File: src/rtl/spg_pkg.sv
// shared constants and types for the sorted permutation generator
package spg_pkg;

    localparam int DEF_MAX_LEN = 8;
    localparam int STORE_DEPTH = 8;
    localparam int IDX_W       = 3;
    localparam int LEN_W       = 4;
    localparam int CHAR_W      = 8;
    localparam int ADDR_W      = IDX_W + 1;
    localparam int MEM_DEPTH   = 2 * STORE_DEPTH;

    localparam logic ACT_LOAD = 1'b0;
    localparam logic ACT_NEXT = 1'b1;

    // choice stack command from the sequencer
    typedef struct packed {
        logic             restart;
        logic             bump;
        logic [IDX_W-1:0] idx;
    } stack_cmd_t;

    // request to the shared compare and swap unit
    typedef struct packed {
        logic              force_swap;
        logic [CHAR_W-1:0] a;
        logic [CHAR_W-1:0] b;
    } swap_req_t;

    // answer of the shared compare and swap unit
    typedef struct packed {
        logic              gt;
        logic [CHAR_W-1:0] first;
        logic [CHAR_W-1:0] second;
    } swap_rsp_t;

endpackage

File: src/rtl/spg_mem.sv
// character memory: stored word in the low half, working permutation in the high half
module spg_mem (
    input  logic                        clk,
    input  logic                        wr_en,
    input  logic [spg_pkg::ADDR_W-1:0]  wr_addr,
    input  logic [spg_pkg::CHAR_W-1:0]  wr_data,
    input  logic                        rd_en,
    input  logic [spg_pkg::ADDR_W-1:0]  rd_addr,
    output logic [spg_pkg::CHAR_W-1:0]  rd_data
);
    import spg_pkg::*;

    logic [CHAR_W-1:0] mem_reg [MEM_DEPTH];
    logic [CHAR_W-1:0] rd_data_reg;

    always_ff @(posedge clk)
    begin
        if (wr_en)
        begin
            mem_reg[wr_addr] <= wr_data;
        end
    end

    // read data holds until the next read
    always_ff @(posedge clk)
    begin
        if (rd_en)
        begin
            rd_data_reg <= mem_reg[rd_addr];
        end
    end

    assign rd_data = rd_data_reg;

endmodule

File: src/rtl/spg_swap_unit.sv
// shared compare and conditional swap unit
module spg_swap_unit (
    input  spg_pkg::swap_req_t req,
    output spg_pkg::swap_rsp_t rsp
);
    import spg_pkg::*;

    logic gt;
    logic do_swap;

    assign gt      = req.a > req.b;
    assign do_swap = req.force_swap | gt;

    assign rsp.gt     = gt;
    assign rsp.first  = do_swap ? req.b : req.a;
    assign rsp.second = do_swap ? req.a : req.b;

endmodule

File: src/rtl/spg_stack.sv
// choice stack of the swap recursion, kept as an odometer
module spg_stack (
    input  logic                       clk,
    input  logic                       rst_n,
    input  spg_pkg::stack_cmd_t        cmd,
    output logic [spg_pkg::IDX_W-1:0]  choice
);
    import spg_pkg::*;

    logic [IDX_W-1:0] stack_reg  [STORE_DEPTH];
    logic [IDX_W-1:0] stack_next [STORE_DEPTH];

    always_comb
    begin
        for (int m = 0; m < STORE_DEPTH; m++)
        begin
            stack_next[m] = stack_reg[m];
            if (cmd.restart)
            begin
                stack_next[m] = IDX_W'(m);
            end
            else if (cmd.bump)
            begin
                if (IDX_W'(m) > cmd.idx)
                begin
                    stack_next[m] = IDX_W'(m);
                end
                else if (IDX_W'(m) == cmd.idx)
                begin
                    stack_next[m] = stack_reg[m] + IDX_W'(1);
                end
            end
        end
    end

    always_ff @(posedge clk or negedge rst_n)
    begin
        if (!rst_n)
        begin
            for (int m = 0; m < STORE_DEPTH; m++)
            begin
                stack_reg[m] <= '0;
            end
        end
        else
        begin
            for (int m = 0; m < STORE_DEPTH; m++)
            begin
                stack_reg[m] <= stack_next[m];
            end
        end
    end

    assign choice = stack_reg[cmd.idx];

endmodule

File: src/rtl/sorted_permutation_generator_top.sv
// top level: sequencer around the shared swap unit, character memory and choice stack
// a plain load writes its character from idle; a closing load of n characters then
//   bubble-sorts the store, n(n-1)/2 compares through XA to XD, before the next
//   request is taken; a next request copies the word (COPY), swaps pairs (XA to XD),
//   emits each character via EM_RD and EM_LD, holding while the result stalls, then
//   walks odometer levels down (ADV); reset: control, word length and choice stack clear,
//   nothing is pending; memory stays undefined until written and has a single read port
module sorted_permutation_generator_top #(
    parameter int MAX_LEN = spg_pkg::DEF_MAX_LEN
) (
    input  logic                       clk,
    input  logic                       rst_n,
    input  logic                       item_valid,
    output logic                       item_ready,
    input  logic                       action,
    input  logic [spg_pkg::CHAR_W-1:0] char_value,
    input  logic                       last_char,
    output logic                       result_valid,
    input  logic                       result_ready,
    output logic [spg_pkg::CHAR_W-1:0] char_out,
    output logic                       last_of_perm,
    output logic                       exhausted
);
    import spg_pkg::*;

    // sequencer states, one-hot
    typedef enum logic [8:0] {
        ST_IDLE  = 9'b000000001,
        ST_COPY  = 9'b000000010,
        ST_XA    = 9'b000000100,
        ST_XB    = 9'b000001000,
        ST_XC    = 9'b000010000,
        ST_XD    = 9'b000100000,
        ST_EM_RD = 9'b001000000,
        ST_EM_LD = 9'b010000000,
        ST_ADV   = 9'b100000000
    } state_t;

    // the compare and swap steps either sort the store or build a permutation
    typedef enum logic {
        MODE_SORT = 1'b0,
        MODE_PERM = 1'b1
    } mode_t;

    state_t             state_reg, state_next;
    mode_t              mode_reg, mode_next;
    logic [LEN_W-1:0]   len_reg, len_next;
    logic               closed_reg, closed_next;
    logic               done_reg, done_next;
    logic [IDX_W-1:0]   k_reg, k_next;
    logic [IDX_W-1:0]   pass_reg, pass_next;
    logic [LEN_W-1:0]   cnt_reg, cnt_next;
    logic [CHAR_W-1:0]  a_reg, a_next;
    logic [CHAR_W-1:0]  b_reg, b_next;

    // output register
    logic               out_valid_reg;
    logic [CHAR_W-1:0]  out_char_reg;
    logic               out_last_reg;
    logic               out_exh_reg;
    logic               out_load;
    logic [CHAR_W-1:0]  out_char_next;
    logic               out_last_next;
    logic               out_exh_next;
    logic               out_free;

    // memory port
    logic               mem_wr_en;
    logic [ADDR_W-1:0]  mem_wr_addr;
    logic [CHAR_W-1:0]  mem_wr_data;
    logic               mem_rd_en;
    logic [ADDR_W-1:0]  mem_rd_addr;
    logic [CHAR_W-1:0]  mem_rd_data;

    stack_cmd_t         stack_cmd;
    logic [IDX_W-1:0]   choice;
    swap_req_t          swap_req;
    swap_rsp_t          swap_rsp;

    logic               item_fire;
    logic [LEN_W-1:0]   base_len;
    logic [LEN_W-1:0]   load_len;
    logic [ADDR_W-1:0]  x_addr;
    logic [ADDR_W-1:0]  y_addr;
    logic               emit_last;

    spg_mem u_mem (
        .clk     (clk),
        .wr_en   (mem_wr_en),
        .wr_addr (mem_wr_addr),
        .wr_data (mem_wr_data),
        .rd_en   (mem_rd_en),
        .rd_addr (mem_rd_addr),
        .rd_data (mem_rd_data)
    );

    spg_stack u_stack (
        .clk    (clk),
        .rst_n  (rst_n),
        .cmd    (stack_cmd),
        .choice (choice)
    );

    spg_swap_unit u_swap (
        .req (swap_req),
        .rsp (swap_rsp)
    );

    // a new request is taken only when idle and the last result has left
    assign item_ready = (state_reg == ST_IDLE) && !out_valid_reg;
    assign item_fire  = item_valid && item_ready;
    assign out_free   = !out_valid_reg || result_ready;

    // a load after a closed word starts a fresh word
    assign base_len = closed_reg ? '0 : len_reg;
    assign load_len = (base_len < LEN_W'(MAX_LEN)) ? base_len + LEN_W'(1) : base_len;

    // pair addresses: adjacent store slots when sorting, level and its choice otherwise
    assign x_addr = {mode_reg == MODE_PERM, k_reg};
    assign y_addr = (mode_reg == MODE_SORT) ? {1'b0, k_reg + IDX_W'(1)} : {1'b1, choice};

    assign emit_last = (cnt_reg + LEN_W'(1)) == len_reg;

    always_comb
    begin
        state_next  = state_reg;
        mode_next   = mode_reg;
        len_next    = len_reg;
        closed_next = closed_reg;
        done_next   = done_reg;
        k_next      = k_reg;
        pass_next   = pass_reg;
        cnt_next    = cnt_reg;
        a_next      = a_reg;
        b_next      = b_reg;

        mem_wr_en   = 1'b0;
        mem_wr_addr = '0;
        mem_wr_data = '0;
        mem_rd_en   = 1'b0;
        mem_rd_addr = '0;

        stack_cmd.restart = 1'b0;
        stack_cmd.bump    = 1'b0;
        stack_cmd.idx     = k_reg;

        swap_req.force_swap = (mode_reg == MODE_PERM);
        swap_req.a          = a_reg;
        swap_req.b          = mem_rd_data;

        out_load      = 1'b0;
        out_char_next = '0;
        out_last_next = 1'b0;
        out_exh_next  = 1'b0;

        case (state_reg)
            ST_IDLE:
            begin
                if (item_fire)
                begin
                    if (action == ACT_LOAD)
                    begin
                        // characters past the length cap are dropped
                        if (base_len < LEN_W'(MAX_LEN))
                        begin
                            mem_wr_en   = 1'b1;
                            mem_wr_addr = {1'b0, base_len[IDX_W-1:0]};
                            mem_wr_data = char_value;
                        end
                        len_next    = load_len;
                        closed_next = last_char;
                        if (last_char)
                        begin
                            stack_cmd.restart = 1'b1;
                            done_next         = (load_len == '0);
                            if (load_len >= LEN_W'(2))
                            begin
                                mode_next  = MODE_SORT;
                                k_next     = '0;
                                pass_next  = '0;
                                state_next = ST_XA;
                            end
                        end
                        else
                        begin
                            // an open word stops any running enumeration
                            done_next = 1'b1;
                        end
                    end
                    else if (done_reg || (len_reg == '0))
                    begin
                        out_load      = 1'b1;
                        out_char_next = '0;
                        out_last_next = 1'b1;
                        out_exh_next  = 1'b1;
                    end
                    else
                    begin
                        cnt_next   = '0;
                        state_next = ST_COPY;
                    end
                end
            end

            ST_COPY:
            begin
                // read slot cnt while writing the slot read in the previous cycle
                if (cnt_reg < len_reg)
                begin
                    mem_rd_en   = 1'b1;
                    mem_rd_addr = {1'b0, cnt_reg[IDX_W-1:0]};
                end
                if (cnt_reg != '0)
                begin
                    mem_wr_en   = 1'b1;
                    mem_wr_addr = {1'b1, cnt_reg[IDX_W-1:0] - IDX_W'(1)};
                    mem_wr_data = mem_rd_data;
                end
                cnt_next = cnt_reg + LEN_W'(1);
                if (cnt_reg == len_reg)
                begin
                    cnt_next = '0;
                    if (len_reg >= LEN_W'(2))
                    begin
                        mode_next  = MODE_PERM;
                        k_next     = '0;
                        state_next = ST_XA;
                    end
                    else
                    begin
                        state_next = ST_EM_RD;
                    end
                end
            end

            ST_XA:
            begin
                mem_rd_en   = 1'b1;
                mem_rd_addr = x_addr;
                state_next  = ST_XB;
            end

            ST_XB:
            begin
                mem_rd_en   = 1'b1;
                mem_rd_addr = y_addr;
                a_next      = mem_rd_data;
                state_next  = ST_XC;
            end

            ST_XC:
            begin
                mem_wr_en   = 1'b1;
                mem_wr_addr = x_addr;
                mem_wr_data = swap_rsp.first;
                b_next      = swap_rsp.second;
                state_next  = ST_XD;
            end

            ST_XD:
            begin
                mem_wr_en   = 1'b1;
                mem_wr_addr = y_addr;
                mem_wr_data = b_reg;
                if (mode_reg == MODE_SORT)
                begin
                    if (({1'b0, k_reg} + LEN_W'(2)) < (len_reg - {1'b0, pass_reg}))
                    begin
                        k_next     = k_reg + IDX_W'(1);
                        state_next = ST_XA;
                    end
                    else
                    begin
                        k_next    = '0;
                        pass_next = pass_reg + IDX_W'(1);
                        if (({1'b0, pass_reg} + LEN_W'(2)) < len_reg)
                        begin
                            state_next = ST_XA;
                        end
                        else
                        begin
                            state_next = ST_IDLE;
                        end
                    end
                end
                else
                begin
                    if (({1'b0, k_reg} + LEN_W'(2)) < len_reg)
                    begin
                        k_next     = k_reg + IDX_W'(1);
                        state_next = ST_XA;
                    end
                    else
                    begin
                        cnt_next   = '0;
                        state_next = ST_EM_RD;
                    end
                end
            end

            ST_EM_RD:
            begin
                mem_rd_en   = 1'b1;
                mem_rd_addr = {1'b1, cnt_reg[IDX_W-1:0]};
                state_next  = ST_EM_LD;
            end

            ST_EM_LD:
            begin
                if (out_free)
                begin
                    out_load      = 1'b1;
                    out_char_next = mem_rd_data;
                    out_last_next = emit_last;
                    out_exh_next  = 1'b0;
                    if (emit_last)
                    begin
                        k_next     = IDX_W'(len_reg - LEN_W'(2));
                        state_next = ST_ADV;
                    end
                    else
                    begin
                        cnt_next   = cnt_reg + LEN_W'(1);
                        state_next = ST_EM_RD;
                    end
                end
            end

            ST_ADV:
            begin
                // walk levels downward until one still has a partner to try
                swap_req.force_swap = 1'b0;
                swap_req.a          = CHAR_W'(len_reg);
                swap_req.b          = CHAR_W'(choice) + CHAR_W'(1);
                if (len_reg < LEN_W'(2))
                begin
                    done_next  = 1'b1;
                    state_next = ST_IDLE;
                end
                else if (swap_rsp.gt)
                begin
                    stack_cmd.bump = 1'b1;
                    state_next     = ST_IDLE;
                end
                else if (k_reg == '0)
                begin
                    done_next  = 1'b1;
                    state_next = ST_IDLE;
                end
                else
                begin
                    k_next = k_reg - IDX_W'(1);
                end
            end

            default:
            begin
                state_next = ST_IDLE;
            end
        endcase
    end

    always_ff @(posedge clk or negedge rst_n)
    begin
        if (!rst_n)
        begin
            state_reg     <= ST_IDLE;
            mode_reg      <= MODE_SORT;
            len_reg       <= '0;
            closed_reg    <= 1'b0;
            done_reg      <= 1'b1;
            k_reg         <= '0;
            pass_reg      <= '0;
            cnt_reg       <= '0;
            out_valid_reg <= 1'b0;
        end
        else
        begin
            state_reg  <= state_next;
            mode_reg   <= mode_next;
            len_reg    <= len_next;
            closed_reg <= closed_next;
            done_reg   <= done_next;
            k_reg      <= k_next;
            pass_reg   <= pass_next;
            cnt_reg    <= cnt_next;
            if (out_load)
            begin
                out_valid_reg <= 1'b1;
            end
            else if (result_ready)
            begin
                out_valid_reg <= 1'b0;
            end
        end
    end

    // payload registers
    always_ff @(posedge clk)
    begin
        a_reg <= a_next;
        b_reg <= b_next;
        if (out_load)
        begin
            out_char_reg <= out_char_next;
            out_last_reg <= out_last_next;
            out_exh_reg  <= out_exh_next;
        end
    end

    assign result_valid = out_valid_reg;
    assign char_out     = out_char_reg;
    assign last_of_perm = out_last_reg;
    assign exhausted    = out_exh_reg;

    // the exhausted result is always a lone zero marked last
    a_exh_shape: assert property (@(posedge clk) disable iff (!rst_n)
        (out_valid_reg && out_exh_reg) |-> (out_last_reg && (out_char_reg == '0)))
        else $error("exhausted result malformed");

    // stored length never passes the cap
    a_len_cap: assert property (@(posedge clk) disable iff (!rst_n)
        len_reg <= LEN_W'(MAX_LEN))
        else $error("word length above cap");

    // closing a word always leaves a permutation pending
    a_close_pending: assert property (@(posedge clk) disable iff (!rst_n)
        (item_fire && (action == ACT_LOAD) && last_char) |=> !done_reg)
        else $error("closed word left nothing pending");

    // pair steps only run on words of two or more characters
    a_pair_len: assert property (@(posedge clk) disable iff (!rst_n)
        ((state_reg == ST_XA) || (state_reg == ST_XB) || (state_reg == ST_XC)
            || (state_reg == ST_XD)) |-> (len_reg >= LEN_W'(2)))
        else $error("pair step on short word");

endmodule

File: config.mk
export PLATFORM = sky130hd
export DESIGN_NAME = sorted_permutation_generator_top
export DESIGN_NICKNAME = d
export VERILOG_FILES = /design/src/rtl/spg_pkg.sv /design/src/rtl/spg_mem.sv /design/src/rtl/spg_swap_unit.sv /design/src/rtl/spg_stack.sv /design/src/rtl/sorted_permutation_generator_top.sv
export SDC_FILE = /design/constraint.sdc
export NUM_CORES = 1
export LEC_CHECK = 0
export BUFFER_PORTS_ARGS = -buffer_cell sky130_fd_sc_hd__clkbuf_2
export CORE_AREA = 5 5 171 157
export CTS_CLUSTER_DIAMETER = 40
export DETAILED_ROUTE_END_ITERATION = 16
export DIE_AREA = 0 0 176 162
export GPL_ROUTABILITY_DRIVEN = 1
export PLACE_DENSITY_LB_ADDON = 0.1
export SYNTH_ARGS = -nofsm -noshare
export SYNTH_HDL_FRONTEND = slang
export SYNTH_HIERARCHICAL = 1
export SYNTH_SLANG_ARGS = --single-unit
File: constraint.sdc
create_clock -name clk -period 7.3 [get_ports clk]
set_input_delay 0.365 -clock clk [delete_from_list [all_inputs] [get_ports clk]]
set_output_delay 0.365 -clock clk [all_outputs]
set_load 0.05 [all_outputs]
==> key figures <==
Worst setup path
  – CP max stage cell: dfrtp_1
  – Worst reg2reg setup slack: 2.00 ns
  – WP data required: 7.44 ns
  – CP Capture Type: register
  – Delay-heaviest family, CP: multiplexers
  – Startpoint type of the worst setup path: register
  – Crit-path cells: buf_4, mux4_2, mux2_2, ha_1, xnor2_1, o21ai_0, inv_1, ha_1, nand4_2, o31a_1, a311oi_4, buf_4, mux2_2, a222oi_1, nand2_1
  – Kind of critical path: register to register
  – CP arrival: roughly 5.4 ns
  – R2R Path Start: k_reg[2]
  – Maximum fanout along the worst path: 18
  – Crit path buf inv count: 3
  – R2r worst-path depth: 15
  – CP max stage delay: 0.62 ns
  – Worst R2R End: u_mem/mem_reg[10][7]
  – Critical path origin: k_reg[2]

STA
  – Post-Route Skew: roughly 0.028 ns
  – Final WS setup: between 2 and 2.5 ns
  – Final setup viols: 0
  – RSZ-0062 raised after global routing: no
  – Tcrit/Tclk final: 72.6%
  – Setup Total Neg Slack: 0 ns
  – Final min period: between 5 and 6 ns
  – Final Max Slew Viols: 0
  – Max-slew headroom: 15.7%
  – Final hold violations: 0
  – Fmax: ~0.19 GHz
  – Slew @ Worst Pin: 1.26 ns

Clock tree
  – Clock buffer depth: 3
  – Sink Count: ~210
  – Worst-Skew Late Latency: 0.51 ns
  – Hold_buf cts: 0
  – Num CTS Buffers: 36
  – CTS tree: built
  – H-tree depth: 2
  – Clock Pin Slew Worst Setup and Hold Paths: 0.05 ns
  – Root Buffer: clkbuf_16
  – # Post-CTS Setup Buffers: 0
  – Post-CTS Resized: 0

Job
  – Max-Cap Viols: 0

Finish
  – Max FFs per register: approximately 130
  – Nets: 933
  – Antenna Diode Count: 0
  – Layout area overhead: 14.4%
  – Share of cells above drive strength 1: 18.4%
  – Final core occ: 50.9%
  – Fillers: 2124

Global route
  – Total GRT Usage: 20.3%
  – Number of global-route vias before repair: 7391
  – Remaining Overflow, GRT: 0
  – Largest net degree at the start of global routing: 52
  – First-pass GRT wire length: 44200 um
  – Number of antenna violations at the first check in global routing: 0

Routing
  – Via-to-Cell Ratio: 6.03
  – Wirelength per Cell: ~23 um
  – Vias: between 7000 and 8000
  – Residual DRC: 0
  – DRT Pass-1 Iters: 5
  – Antenna Nets Post-Route: 0
  – Initial drt markers: 660
  – DRT Wirelength: 28500 um

Synth
  – Sequential area share after synthesis: 55.7%
  – Post-synth cell types: 86
  – Syn_area_per_cell: ~13 sq um
  – YS warnings: 6
  – Top-count cell post-synth: edfxtp_1
  – Number of flops mapped to enable cells by yosys: 162
  – Syn Inst Count: ~840
  – Post-synth top cells: edfxtp_1 (162), nand2_1 (64), nor2_1 (58), dfrtp_1 (49), ha_1 (43)
  – Post-synth ARST share: a little under a quarter
  – Syn Std Cell Area: 11000 sq um
  – Synth top area cells: edfxtp_1 (44%), dfrtp_1 (11%), ha_1 (4.9%), mux4_1 (4.3%), mux4_2 (4.1%)
  – Yosys top cell area share: roughly 44%
  – Synthesized net count: 896
  – Ys flop type: edfxtp_1
  – Post-synthesis register bit count: 213
  – Area leader, netlist: edfxtp_1

Die
  – Core footprint: 24800 sq um
  – Die Area: 28500 sq um
  – Die span in y: 162 um
  – Row count: 55
  – # IOs: 26
  – Chip Width: 176 um
  – Initial Util: 44.5%

Placed design
  – Pre-CTS setup slack: 2.03 ns
  – Dpl hpwl: 19000 um
  – Input/output buffers: 25
  – Placer Congestion: 0.842

Power
  – Worst VDD drop: 138 uV
  – Leakage power: roughly 4.8 nW
  – Pwr dens: between 300 and 400 nW/um^2

Hold path
  – Hold Path Class: input pin to asynchronous set/reset pin

Status
  – Outcome: complete, no violations
-- cells in the final DEF (no fill, tap or decap), types with 20 or more instances in the layout --
master,synthesis,layout
nor2_1,58,57
a21oi_1,31,31
dfrtp_1,49,49
ha_1,43,43
mux4_2,20,20
inv_1,32,32
o21ai_0,39,39
a22oi_1,21,21
clkbuf_2,0,25
edfxtp_1,162,162
clkbuf_16,0,36
nand2_1,64,64
-- layout make-up --
| cell class | count | area (sq um) | area share [%] |
|---|---|---|---|
| well taps | 313 | 392 | 3.10 |
| clock inverters | 20 | 204 | 1.62 |
| inverters | 32 | 120 | 0.952 |
| clock buffers | 45 | 955 | 7.57 |
| flip-flops and latches | 213 | 6140 | 48.7 |
| repair buffers | 42 | 253 | 2.00 |
| multi-input cells | 550 | 4550 | 36.0 |
-- cell families after synthesis --
logic type | Yosys count | share of synthesized area, %
adders and majority gates | 44 | 5.06
AOI/OAI and AO/OA | 158 | 9.64
muxes | 66 | 11.5
DFF | 213 | 55.7
and+or+nand+nor | 270 | 13.5
xor gates and xnor gates | 12 | 1.09
buffers and inverters | 75 | 3.43
-- report_power, final --
part,internal [W],switching [W],leakage (nW),total (W)
Sequential,0.00142,0.000101,2.13,0.00152
Clock,0.00104,0.000577,0.572,0.00161
Combinational,0.000291,0.000509,2.06,0.000801
-- worst max path at each step --
| stage | end | cells after the start |
|---|---|---|
| 6_report | u_mem/mem_reg[10][7] | 15 |
| 5_1_grt | u_mem/mem_reg[6][7] | 15 |
| 4_1_cts | u_mem/mem_reg[10][7] | 15 |
| 3_5_place_dp | u_mem/mem_reg[1][7] | 15 |
| 3_3_place_gp | u_mem/mem_reg[8][7] | 15 |
| 2_1_floorplan | u_mem/mem_reg[0][4] | 16 |
-- per-layer routing --
layer | vias to the layer above | wire (um) | global-route usage, % | share of wire, %
met3 | 44 | 2120 | 4.03 | 7.4
met1 | 3704 | 13000 | 29.6 | 46
met2 | 256 | 12800 | 31.2 | 45
li1 | 3325 | - | - | -
met5 | - | 0 | 0 | 0
met4 | 0 | 615 | 5.71 | 2.2
-- per-stage QoR --
| step | area, sq um | hold slack (ns) | power [W] | cells |
|---|---|---|---|---|
| after global placement | 11500 | 0.538 | 0.00232 | 1150 |
| after global routing | 12600 | 0.0732 | 0.00412 | 1215 |
| after detailed placement | 11500 | 0.547 | 0.00234 | 1150 |
| after CTS | 12600 | 0.0398 | 0.00397 | 1215 |
| final | 12600 | 0.0181 | 0.00394 | 1215 |
| after floorplan | 11000 | 0.0694 | 0.00210 | 838 |
-- worst register-to-register path: stages (launching register included) --
cell and delay [ns]:
dfrtp_1 0.62, buf_4 0.33, mux4_2 0.52, mux2_2 0.32, ha_1 0.22, xnor2_1 0.12
o21ai_0 0.29, inv_1 0.09, ha_1 0.33, nand4_2 0.16, o31a_1 0.31, a311oi_4 0.25
buf_4 0.32, mux2_2 0.37, a222oi_1 0.34, nand2_1 0.36
(Power assumes the default switching activity.)
